===== config.mk =====
export PLATFORM = sky130hd
export DESIGN_NAME = text_display_cursor_buffer_core_flat
export DESIGN_NICKNAME = d
export VERILOG_FILES = /design/src/hw/rtl/tdcb_pkg.sv /design/src/hw/rtl/tdcb_if.sv /design/src/hw/rtl/tdcb_cursor.sv /design/src/hw/rtl/tdcb_cell_mem.sv /design/src/hw/rtl/text_display_cursor_buffer_core.sv /design/src/flat_wrapper.sv
export SDC_FILE = /design/constraint.sdc
export NUM_CORES = 1
export LEC_CHECK = 0
export ABC_CLOCK_PERIOD_IN_PS = 4620
export BUFFER_PORTS_ARGS = -buffer_cell sky130_fd_sc_hd__buf_2
export CORE_ASPECT_RATIO = 1.1
export CORE_UTILIZATION = 35
export DETAILED_ROUTE_END_ITERATION = 8
export SLEW_MARGIN = 5
export SYNTH_ARGS = -nofsm -noshare
export SYNTH_HDL_FRONTEND = slang
export SYNTH_SLANG_ARGS = --single-unit
export TNS_END_PERCENT = 5

===== constraint.sdc =====
create_clock -name clk -period 4.62 [get_ports clk]
set_clock_uncertainty 0.05 [all_clocks]
set_input_delay 0.693 -clock clk [delete_from_list [all_inputs] [get_ports clk]]
set_output_delay 0.693 -clock clk [all_outputs]
set_load 0.01 [all_outputs]

===== src/hw/rtl/tdcb_pkg.sv =====
// Shared constants and types for the text display cursor buffer.
// Holds the geometry defaults, character codes and item mode codes.
// No dependencies.
package tdcb_pkg;

	// Default display geometry.
	localparam int LINES_DEF   = 3;
	localparam int COLUMNS_DEF = 16;

	// Width of one character cell.
	localparam int CHAR_W = 8;

	// Character codes: control characters recognized by a put item, and the space shown by empty cells.
	localparam logic [CHAR_W-1:0] CH_NEWLINE   = 8'h0A;
	localparam logic [CHAR_W-1:0] CH_BACKSPACE = 8'h08;
	localparam logic [CHAR_W-1:0] CH_FORMFEED  = 8'h0C;
	localparam logic [CHAR_W-1:0] CH_RETURN    = 8'h0D;
	localparam logic [CHAR_W-1:0] CH_SPACE     = 8'h20;

	// Item modes. Code 3 is unused and leaves everything unchanged.
	typedef enum logic [1:0] {
		MODE_PUT   = 2'd0,
		MODE_CLEAR = 2'd1,
		MODE_READ  = 2'd2
	} mode_t;

endpackage


===== src/hw/rtl/tdcb_if.sv =====
// Handshake channels of the text display cursor buffer: input items and result items.
// Depends on tdcb_pkg for the character width.
interface tdcb_in_if
	import tdcb_pkg::*;
#(
	parameter int POS_W = 6
);
	logic                valid;
	logic                ready;
	logic [1:0]          mode;
	logic [CHAR_W-1:0]   char_code;
	logic [POS_W-1:0]    read_pos;

	modport source (output valid, output mode, output char_code, output read_pos, input ready);
	modport sink   (input valid, input mode, input char_code, input read_pos, output ready);
endinterface

interface tdcb_out_if
	import tdcb_pkg::*;
#(
	parameter int POS_W = 6
);
	logic                valid;
	logic                ready;
	logic [POS_W-1:0]    cursor_pos;
	logic [CHAR_W-1:0]   read_char;

	modport source (output valid, output cursor_pos, output read_char, input ready);
	modport sink   (input valid, input cursor_pos, input read_char, output ready);
endinterface


===== src/hw/rtl/tdcb_cursor.sv =====
// Cursor register and its next-position logic for put and clear items.
// Also produces the cell write request of a printable character. Depends on tdcb_pkg.
module tdcb_cursor
	import tdcb_pkg::*;
#(
	parameter int LINES   = LINES_DEF,
	parameter int COLUMNS = COLUMNS_DEF,
	parameter int POS_W   = $clog2(LINES * COLUMNS + 1),
	parameter int ADDR_W  = $clog2(LINES * COLUMNS)
) (
	input  logic                clk,
	input  logic                arst_n,
	input  logic                step,
	input  mode_t               mode,
	input  logic [CHAR_W-1:0]   char_code,
	output logic [POS_W-1:0]    cursor_next,
	output logic                wr_en,
	output logic [ADDR_W-1:0]   wr_addr
);

	localparam int CELLS = LINES * COLUMNS;
	localparam logic [POS_W-1:0] CELLS_P   = POS_W'(CELLS);
	localparam logic [POS_W-1:0] COLUMNS_P = POS_W'(COLUMNS);

	logic [POS_W-1:0] cursor_q;
	logic [POS_W-1:0] base_pos;
	logic [POS_W-1:0] line_start;
	logic [POS_W-1:0] next_line;
	logic [POS_W-1:0] put_pos;

	// Start of the cursor's line; a cursor past the last cell counts as line 0.
	always_comb begin
		base_pos   = (cursor_q >= CELLS_P) ? '0 : cursor_q;
		line_start = '0;
		for (int k = 1; k < LINES; k++) begin
			if (base_pos >= POS_W'(k * COLUMNS)) begin
				line_start = POS_W'(k * COLUMNS);
			end
		end
		next_line = line_start + COLUMNS_P;
		put_pos   = base_pos;
	end

	// Next cursor position and the write of a printable character.
	always_comb begin
		cursor_next = cursor_q;
		wr_en       = 1'b0;
		wr_addr     = put_pos[ADDR_W-1:0];
		unique case (mode)
			MODE_PUT: begin
				unique case (char_code)
					CH_NEWLINE: begin
						cursor_next = (next_line >= CELLS_P) ? '0 : next_line;
					end
					CH_BACKSPACE: begin
						// Backspace at the first cell stays there.
						if (cursor_q != '0) begin
							cursor_next = cursor_q - 1'b1;
						end
					end
					CH_FORMFEED: begin
						cursor_next = '0;
					end
					CH_RETURN: begin
						cursor_next = line_start;
					end
					default: begin
						wr_en       = 1'b1;
						cursor_next = put_pos + 1'b1;
					end
				endcase
			end
			MODE_CLEAR: begin
				cursor_next = '0;
			end
			default: begin
				cursor_next = cursor_q;
			end
		endcase
	end

	// Cursor state, advanced once per processed item.
	always_ff @(posedge clk or negedge arst_n) begin
		if (!arst_n) begin
			cursor_q <= '0;
		end else if (step) begin
			cursor_q <= cursor_next;
		end
	end

endmodule


===== src/hw/rtl/tdcb_cell_mem.sv =====
// Character cell memory with one valid bit per cell; invalid cells read as space.
// Reset and clear items drop all valid bits at once. Depends on tdcb_pkg.
module tdcb_cell_mem
	import tdcb_pkg::*;
#(
	parameter int CELLS  = LINES_DEF * COLUMNS_DEF,
	parameter int POS_W  = $clog2(CELLS + 1),
	parameter int ADDR_W = $clog2(CELLS)
) (
	input  logic                clk,
	input  logic                arst_n,
	input  logic                wr_en,
	input  logic [ADDR_W-1:0]   wr_addr,
	input  logic [CHAR_W-1:0]   wr_data,
	input  logic                clr,
	input  logic                rd_en,
	input  logic [POS_W-1:0]    rd_pos,
	output logic [CHAR_W-1:0]   rd_char
);

	localparam logic [POS_W-1:0] CELLS_P = POS_W'(CELLS);

	logic [CHAR_W-1:0] mem [CELLS];
	logic [CELLS-1:0]  valid_q;
	logic [CHAR_W-1:0] rdata_q;
	logic              hit_q;
	logic              in_range_q;
	logic [ADDR_W-1:0] rd_addr;
	logic              rd_in_range;

	assign rd_addr     = rd_pos[ADDR_W-1:0];
	assign rd_in_range = (rd_pos < CELLS_P);

	// Storage array: one write port, one registered read port.
	always_ff @(posedge clk) begin
		if (wr_en) begin
			mem[wr_addr] <= wr_data;
		end
		if (rd_en) begin
			rdata_q <= mem[rd_addr];
		end
	end

	// Valid bits and the read qualifiers that travel with the read data.
	always_ff @(posedge clk or negedge arst_n) begin
		if (!arst_n) begin
			valid_q    <= '0;
			hit_q      <= 1'b0;
			in_range_q <= 1'b0;
		end else begin
			if (clr) begin
				valid_q <= '0;
			end else if (wr_en) begin
				valid_q[wr_addr] <= 1'b1;
			end
			if (rd_en) begin
				hit_q      <= rd_in_range && valid_q[rd_addr];
				in_range_q <= rd_in_range;
			end
		end
	end

	// A cell never written since the last clear shows a space; outside the grid, zero.
	always_comb begin
		if (hit_q) begin
			rd_char = rdata_q;
		end else if (in_range_q) begin
			rd_char = CH_SPACE;
		end else begin
			rd_char = '0;
		end
	end

endmodule


===== src/hw/rtl/text_display_cursor_buffer_core.sv =====
// Top level of the text display cursor buffer: input register, cursor and cell memory,
// result register. Depends on tdcb_pkg, tdcb_if, tdcb_cursor and tdcb_cell_mem.
//
// Usage:
//   in_ch carries one item per handshake: mode (put, clear, read), char_code and
//   read_pos. out_ch returns exactly one result item per input item, in order:
//   cursor_pos after the item and read_char (the cell content for a read item,
//   zero otherwise).
//   An item is accepted when valid and ready are both high. It is loaded into
//   the input register, is processed on its way into the result register, and its
//   result is then offered on out_ch from the result register. One item is
//   accepted per cycle while the receiver does not stall; the cursor update and
//   one cell write or read are done as the item moves into the result register.
//   If the receiver stalls, the result stays in the result register and one more
//   item is still taken into the input register; in_ch.ready falls only when both
//   registers hold items. in_ch.ready is always high while out_ch.ready is high.
//   Reset clears the cursor and drops the valid bit of every cell at once, so all
//   cells read as spaces right after reset; a clear item does the same.
module text_display_cursor_buffer_core
	import tdcb_pkg::*;
#(
	parameter int LINES   = LINES_DEF,
	parameter int COLUMNS = COLUMNS_DEF,
	parameter int POS_W   = $clog2(LINES * COLUMNS + 1)
) (
	input  logic             clk,
	input  logic             arst_n,
	tdcb_in_if.sink          in_ch,
	tdcb_out_if.source       out_ch
);

	localparam int CELLS  = LINES * COLUMNS;
	localparam int ADDR_W = $clog2(CELLS);

	// Input register.
	logic              valid_s1;
	logic [1:0]        mode_s1;
	logic [CHAR_W-1:0] char_s1;
	logic [POS_W-1:0]  pos_s1;

	// Result register.
	logic              valid_s2;
	logic [POS_W-1:0]  cursor_s2;
	logic              is_read_s2;

	logic              advance;
	logic              in_ready;
	mode_t             mode_dec;
	logic [POS_W-1:0]  cursor_next;
	logic              wr_en;
	logic [ADDR_W-1:0] wr_addr;
	logic [CHAR_W-1:0] mem_char;

	assign mode_dec = mode_t'(mode_s1);
	assign advance  = valid_s1 && (!valid_s2 || out_ch.ready);
	assign in_ready = !valid_s1 || advance;
	assign in_ch.ready = in_ready;

	// Input register: loads whenever it is empty or draining.
	always_ff @(posedge clk or negedge arst_n) begin
		if (!arst_n) begin
			valid_s1 <= 1'b0;
		end else if (in_ready) begin
			valid_s1 <= in_ch.valid;
		end
	end

	always_ff @(posedge clk) begin
		if (in_ready && in_ch.valid) begin
			mode_s1 <= in_ch.mode;
			char_s1 <= in_ch.char_code;
			pos_s1  <= in_ch.read_pos;
		end
	end

	// Cursor state and next-position logic.
	tdcb_cursor #(
		.LINES   (LINES),
		.COLUMNS (COLUMNS),
		.POS_W   (POS_W),
		.ADDR_W  (ADDR_W)
	) u_cursor (
		.clk         (clk),
		.arst_n      (arst_n),
		.step        (advance),
		.mode        (mode_dec),
		.char_code   (char_s1),
		.cursor_next (cursor_next),
		.wr_en       (wr_en),
		.wr_addr     (wr_addr)
	);

	// Character cells.
	tdcb_cell_mem #(
		.CELLS  (CELLS),
		.POS_W  (POS_W),
		.ADDR_W (ADDR_W)
	) u_cells (
		.clk     (clk),
		.arst_n  (arst_n),
		.wr_en   (advance && wr_en),
		.wr_addr (wr_addr),
		.wr_data (char_s1),
		.clr     (advance && (mode_dec == MODE_CLEAR)),
		.rd_en   (advance && (mode_dec == MODE_READ)),
		.rd_pos  (pos_s1),
		.rd_char (mem_char)
	);

	// Result register: holds its item until the receiver takes it.
	always_ff @(posedge clk or negedge arst_n) begin
		if (!arst_n) begin
			valid_s2 <= 1'b0;
		end else if (advance) begin
			valid_s2 <= 1'b1;
		end else if (out_ch.ready) begin
			valid_s2 <= 1'b0;
		end
	end

	always_ff @(posedge clk) begin
		if (advance) begin
			cursor_s2  <= cursor_next;
			is_read_s2 <= (mode_dec == MODE_READ);
		end
	end

	assign out_ch.valid      = valid_s2;
	assign out_ch.cursor_pos = cursor_s2;
	assign out_ch.read_char  = is_read_s2 ? mem_char : '0;

endmodule


===== src/flat_wrapper.sv =====
// flat-port wrapper written by rule: the top's interface ports become plain ports
module text_display_cursor_buffer_core_flat import tdcb_pkg::*;
#(
	parameter int LINES   = LINES_DEF,
	parameter int COLUMNS = COLUMNS_DEF,
	parameter int POS_W   = $clog2(LINES * COLUMNS + 1)
)
  (clk, arst_n, in_ch_valid, in_ch_mode, in_ch_char_code, in_ch_read_pos, in_ch_ready, out_ch_valid, out_ch_cursor_pos, out_ch_read_char, out_ch_ready);
  tdcb_in_if #(.POS_W(POS_W)) in_ch_i ();
  tdcb_out_if #(.POS_W(POS_W)) out_ch_i ();
  input  logic clk;
  input  logic arst_n;
  input wire logic [$bits(in_ch_i.valid)-1:0] in_ch_valid;
  input wire logic [$bits(in_ch_i.mode)-1:0] in_ch_mode;
  input wire logic [$bits(in_ch_i.char_code)-1:0] in_ch_char_code;
  input wire logic [$bits(in_ch_i.read_pos)-1:0] in_ch_read_pos;
  output wire logic [$bits(in_ch_i.ready)-1:0] in_ch_ready;
  output wire logic [$bits(out_ch_i.valid)-1:0] out_ch_valid;
  output wire logic [$bits(out_ch_i.cursor_pos)-1:0] out_ch_cursor_pos;
  output wire logic [$bits(out_ch_i.read_char)-1:0] out_ch_read_char;
  input wire logic [$bits(out_ch_i.ready)-1:0] out_ch_ready;
  assign in_ch_i.valid = in_ch_valid;
  assign in_ch_i.mode = in_ch_mode;
  assign in_ch_i.char_code = in_ch_char_code;
  assign in_ch_i.read_pos = in_ch_read_pos;
  assign in_ch_ready = in_ch_i.ready;
  assign out_ch_valid = out_ch_i.valid;
  assign out_ch_cursor_pos = out_ch_i.cursor_pos;
  assign out_ch_read_char = out_ch_i.read_char;
  assign out_ch_i.ready = out_ch_ready;
  text_display_cursor_buffer_core #(.LINES(LINES), .COLUMNS(COLUMNS), .POS_W(POS_W)) u_core (.clk(clk), .arst_n(arst_n), .in_ch(in_ch_i), .out_ch(out_ch_i));
endmodule

==> results by group <==
Die
  – Initial Util: 0.356
  – Rows: 88
  – Die width: 223 µm
  – Die area: 54400 µm²
  – I/O Pins: 36
  – Core outline area: 52600 µm²
  – Chip Height: 245 µm

Placement
  – Port Buffer Count: 35
  – DP HPWL: 27100 µm
  – Dpl ws: 1.19 ns
  – Final GP Congestion: 0.834

CTS
  – Hold buffer count at cts: 0
  – CTS Sinks: 473
  – CTS resizes: 0
  – Clk root buf: clkbuf_16
  – Skew-Pair Late Insertion Delay: 0.56 ns
  – CTS tree: built
  – H-tree depth: 2
  – Worst-path clk slew: 0.06 ns
  – Total CTS buffers: 45
  – Post-CTS setup repair buffer count: 0
  – Max Buffers Root-to-Sink: 3

Logic synthesis
  – Synth area leader: edfxtp_1
  – FF+latch count, synth: 473
  – Top_reg_cell synth: edfxtp_1
  – Library cells used by synthesis: 49
  – Avg Inst Size Synth: 19.3 µm²
  – Number of synthesized flops with an enable pin: 415
  – Cells after Synth: 970
  – Synth Cell Area: 18700 µm²
  – Synth warn: 0
  – Ys async rst share: 0.123
  – Synth top area cells: edfxtp_1 (67%), mux4_2 (13%), dfrtp_1 (7.8%)
  – Syn nets: 998
  – Top cell type's share of synthesized area: 0.666
  – Register area share after synthesis: 0.743

Finish
  – Nets@finish: 1073
  – Most frequent cells in the layout: edfxtp_1 (415), mux4_2 (108), nor2_1 (63)
  – Share of layout cells above drive strength 1: 0.238
  – Layout area overhead: 13.5%
  – Fill count: 4670
  – Most common cell after layout, fill and taps aside: edfxtp_1

Setup path
  – Crit path required time: 4.75 ns
  – Worst setup SP type: flip-flop
  – Reg2reg start: u_core.char_s1[2]
  – Crit Path Max Fanout: 12
  – CP Class: flip-flop to flip-flop
  – Critical Path Source: u_core.char_s1[2]
  – CP endpoint kind: flip-flop
  – Crit path arrival time: 3.46 ns

STA
  – Fin. max-slew vios: 0
  – Final WS setup: 1.29 ns
  – Setup violators final: 0
  – Rel. slew slack: 0.216
  – Fmax achieved: 300 MHz
  – Final hold vios: 0
  – RSZ-0062 raised after global routing: false
  – Fin crit period: 3.33 ns
  – Setup TNS: 0 ns
  – Tcrit/Tclk final: 0.720
  – Worst-Margin Slew: 1.18 ns

Global routing
  – GRT Total Usage: 0.159
  – Global-route wire length before repair: 63400 µm
  – Vias in the first global route: 9609
  – Largest net degree at the start of global routing: 105
  – GRT Residual Overflow: 0
  – Initial antenna violation count: 4

Detailed routing
  – Remaining routing DRC violations: 0
  – Total number of vias: 9332
  – TritonRoute pass-1 iters: 4
  – Post-DRT Antenna Nets: 0
  – DRT iter0 DRCs: 815
  – WL per Instance: 24.4 µm
  – Final wirelength: 42900 µm
  – DR vias/cell: 5.30

Flow run
  – Max cap viols: 0

Status
  – Status: finished, final reports clean

Power
  – Cell Pwr Density: 427 nW/µm²
  – LEAKAGE: 0.00729 µW
  – Maximum VDD drop: 0.000258 V
  – Pwr Total: 9080 µW

Hold path
  – HP Class: input pin to asynchronous set/reset pin
-- where the power goes --
part,switching (µW),internal (µW)
sequential,81.1,4730
clock,1540,2010
combinational,458,256
-- state kept, by name (all words and copies together), names as in the netlist --
register,flops
u_core.out_ch.cursor_pos,6
u_core.pos_s1,6
u_core.u_cells.mem,384
u_core.u_cells.rdata_q,8
u_core.u_cells.hit_q,1
u_core.u_cursor.cursor_q,6
u_core.valid_s1,1
u_core.is_read_s2,1
u_core.u_cells.valid_q,48
u_core.mode_dec,2
u_core.char_s1,8
u_core.out_ch.valid,1
u_core.u_cells.in_range_q,1
-- Yosys cell counts, types with 3 or more instances --
cell type / n
a21o_1: 21
a21oi_1: 8
a22oi_1: 6
a31oi_1: 4
and3_1: 9
buf_2: 17
buf_4: 5
buf_6: 6
clkbuf_1: 20
dfrtp_1: 58
edfxtp_1: 415
ha_1: 8
inv_1: 8
mux2i_1: 18
mux4_2: 108
nand2_1: 36
nand2b_1: 12
nand3_1: 10
nor2_1: 63
nor2b_1: 7
nor3_1: 6
o21a_1: 29
o21ai_0: 4
o21ai_1: 9
o22ai_1: 36
or3_1: 3
or4_1: 9
xnor2_1: 6
-- logic make-up after synthesis --
family	synth area share
DFF	0.743
AOI/OAI and AO/OA	0.0475
and+or+nand+nor	0.0456
buffers and inverters	0.0160
xor gates and xnor gates	0.00281
adders and majority gates	0.00535
muxes	0.140
-- area by class of cell --
type                            count  area, µm²  share of cell area
Sequential cell                   473      13900               0.655
Multi-Input combinational cell    440       4510               0.212
Clock buffer                       68       1350              0.0633
Tap cell                          675        845              0.0397
Timing Repair Buffer               77        528              0.0248
Clock inverter                     16       78.8             0.00371
Inverter                            8       30.0             0.00141
Antenna cell                        3       7.51            0.000353
-- per-stage QoR --
stage | cells | utilization | hold WS (ns) | area (µm²)
global route | 1758 | 0.404 | 0.159 | 21300
finish | 1760 | 0.404 | 0.124 | 21300
floorplan | 970 | - | 0.347 | 18700
global placement | 1673 | 0.377 | 0.409 | 19800
CTS | 1757 | 0.404 | 0.126 | 21200
detailed placement | 1673 | 0.377 | 0.415 | 19800
-- critical path: stages, from the launching register on --
cell,delay [ns]
edfxtp_1,0.40
mux2i_1,0.16
a311oi_2,0.91
nand4_1,0.60
nor2_1,0.81
-- routing by layer --
metal  global-route usage  vias up  wire (µm)
li1                     -     4093          -
met1                0.219     4903      18800
met2                0.253      265      20400
met3               0.0252       71       2380
met4               0.0594        0       1370
met5                    0        -          0
-- path summary, 6_finish.rpt --
check / cells after the start / end / slack, ns
max in group asynchronous: 2 / u_core.u_cells.valid_q[8] / 3.48
min in group clk: 1 / u_core.mode_dec[0] / 0.26
worst max-delay path: 4 / u_core.u_cells.mem[32][5] / 1.29
worst min register to register: 1 / u_core.u_cells.valid_q[2] / 0.43
worst min-delay path: 1 / u_core.u_cursor.cursor_q[4] / 0.12
worst max register to register: 4 / u_core.u_cells.mem[32][5] / 1.29
Power figures use the tool's default switching activity.
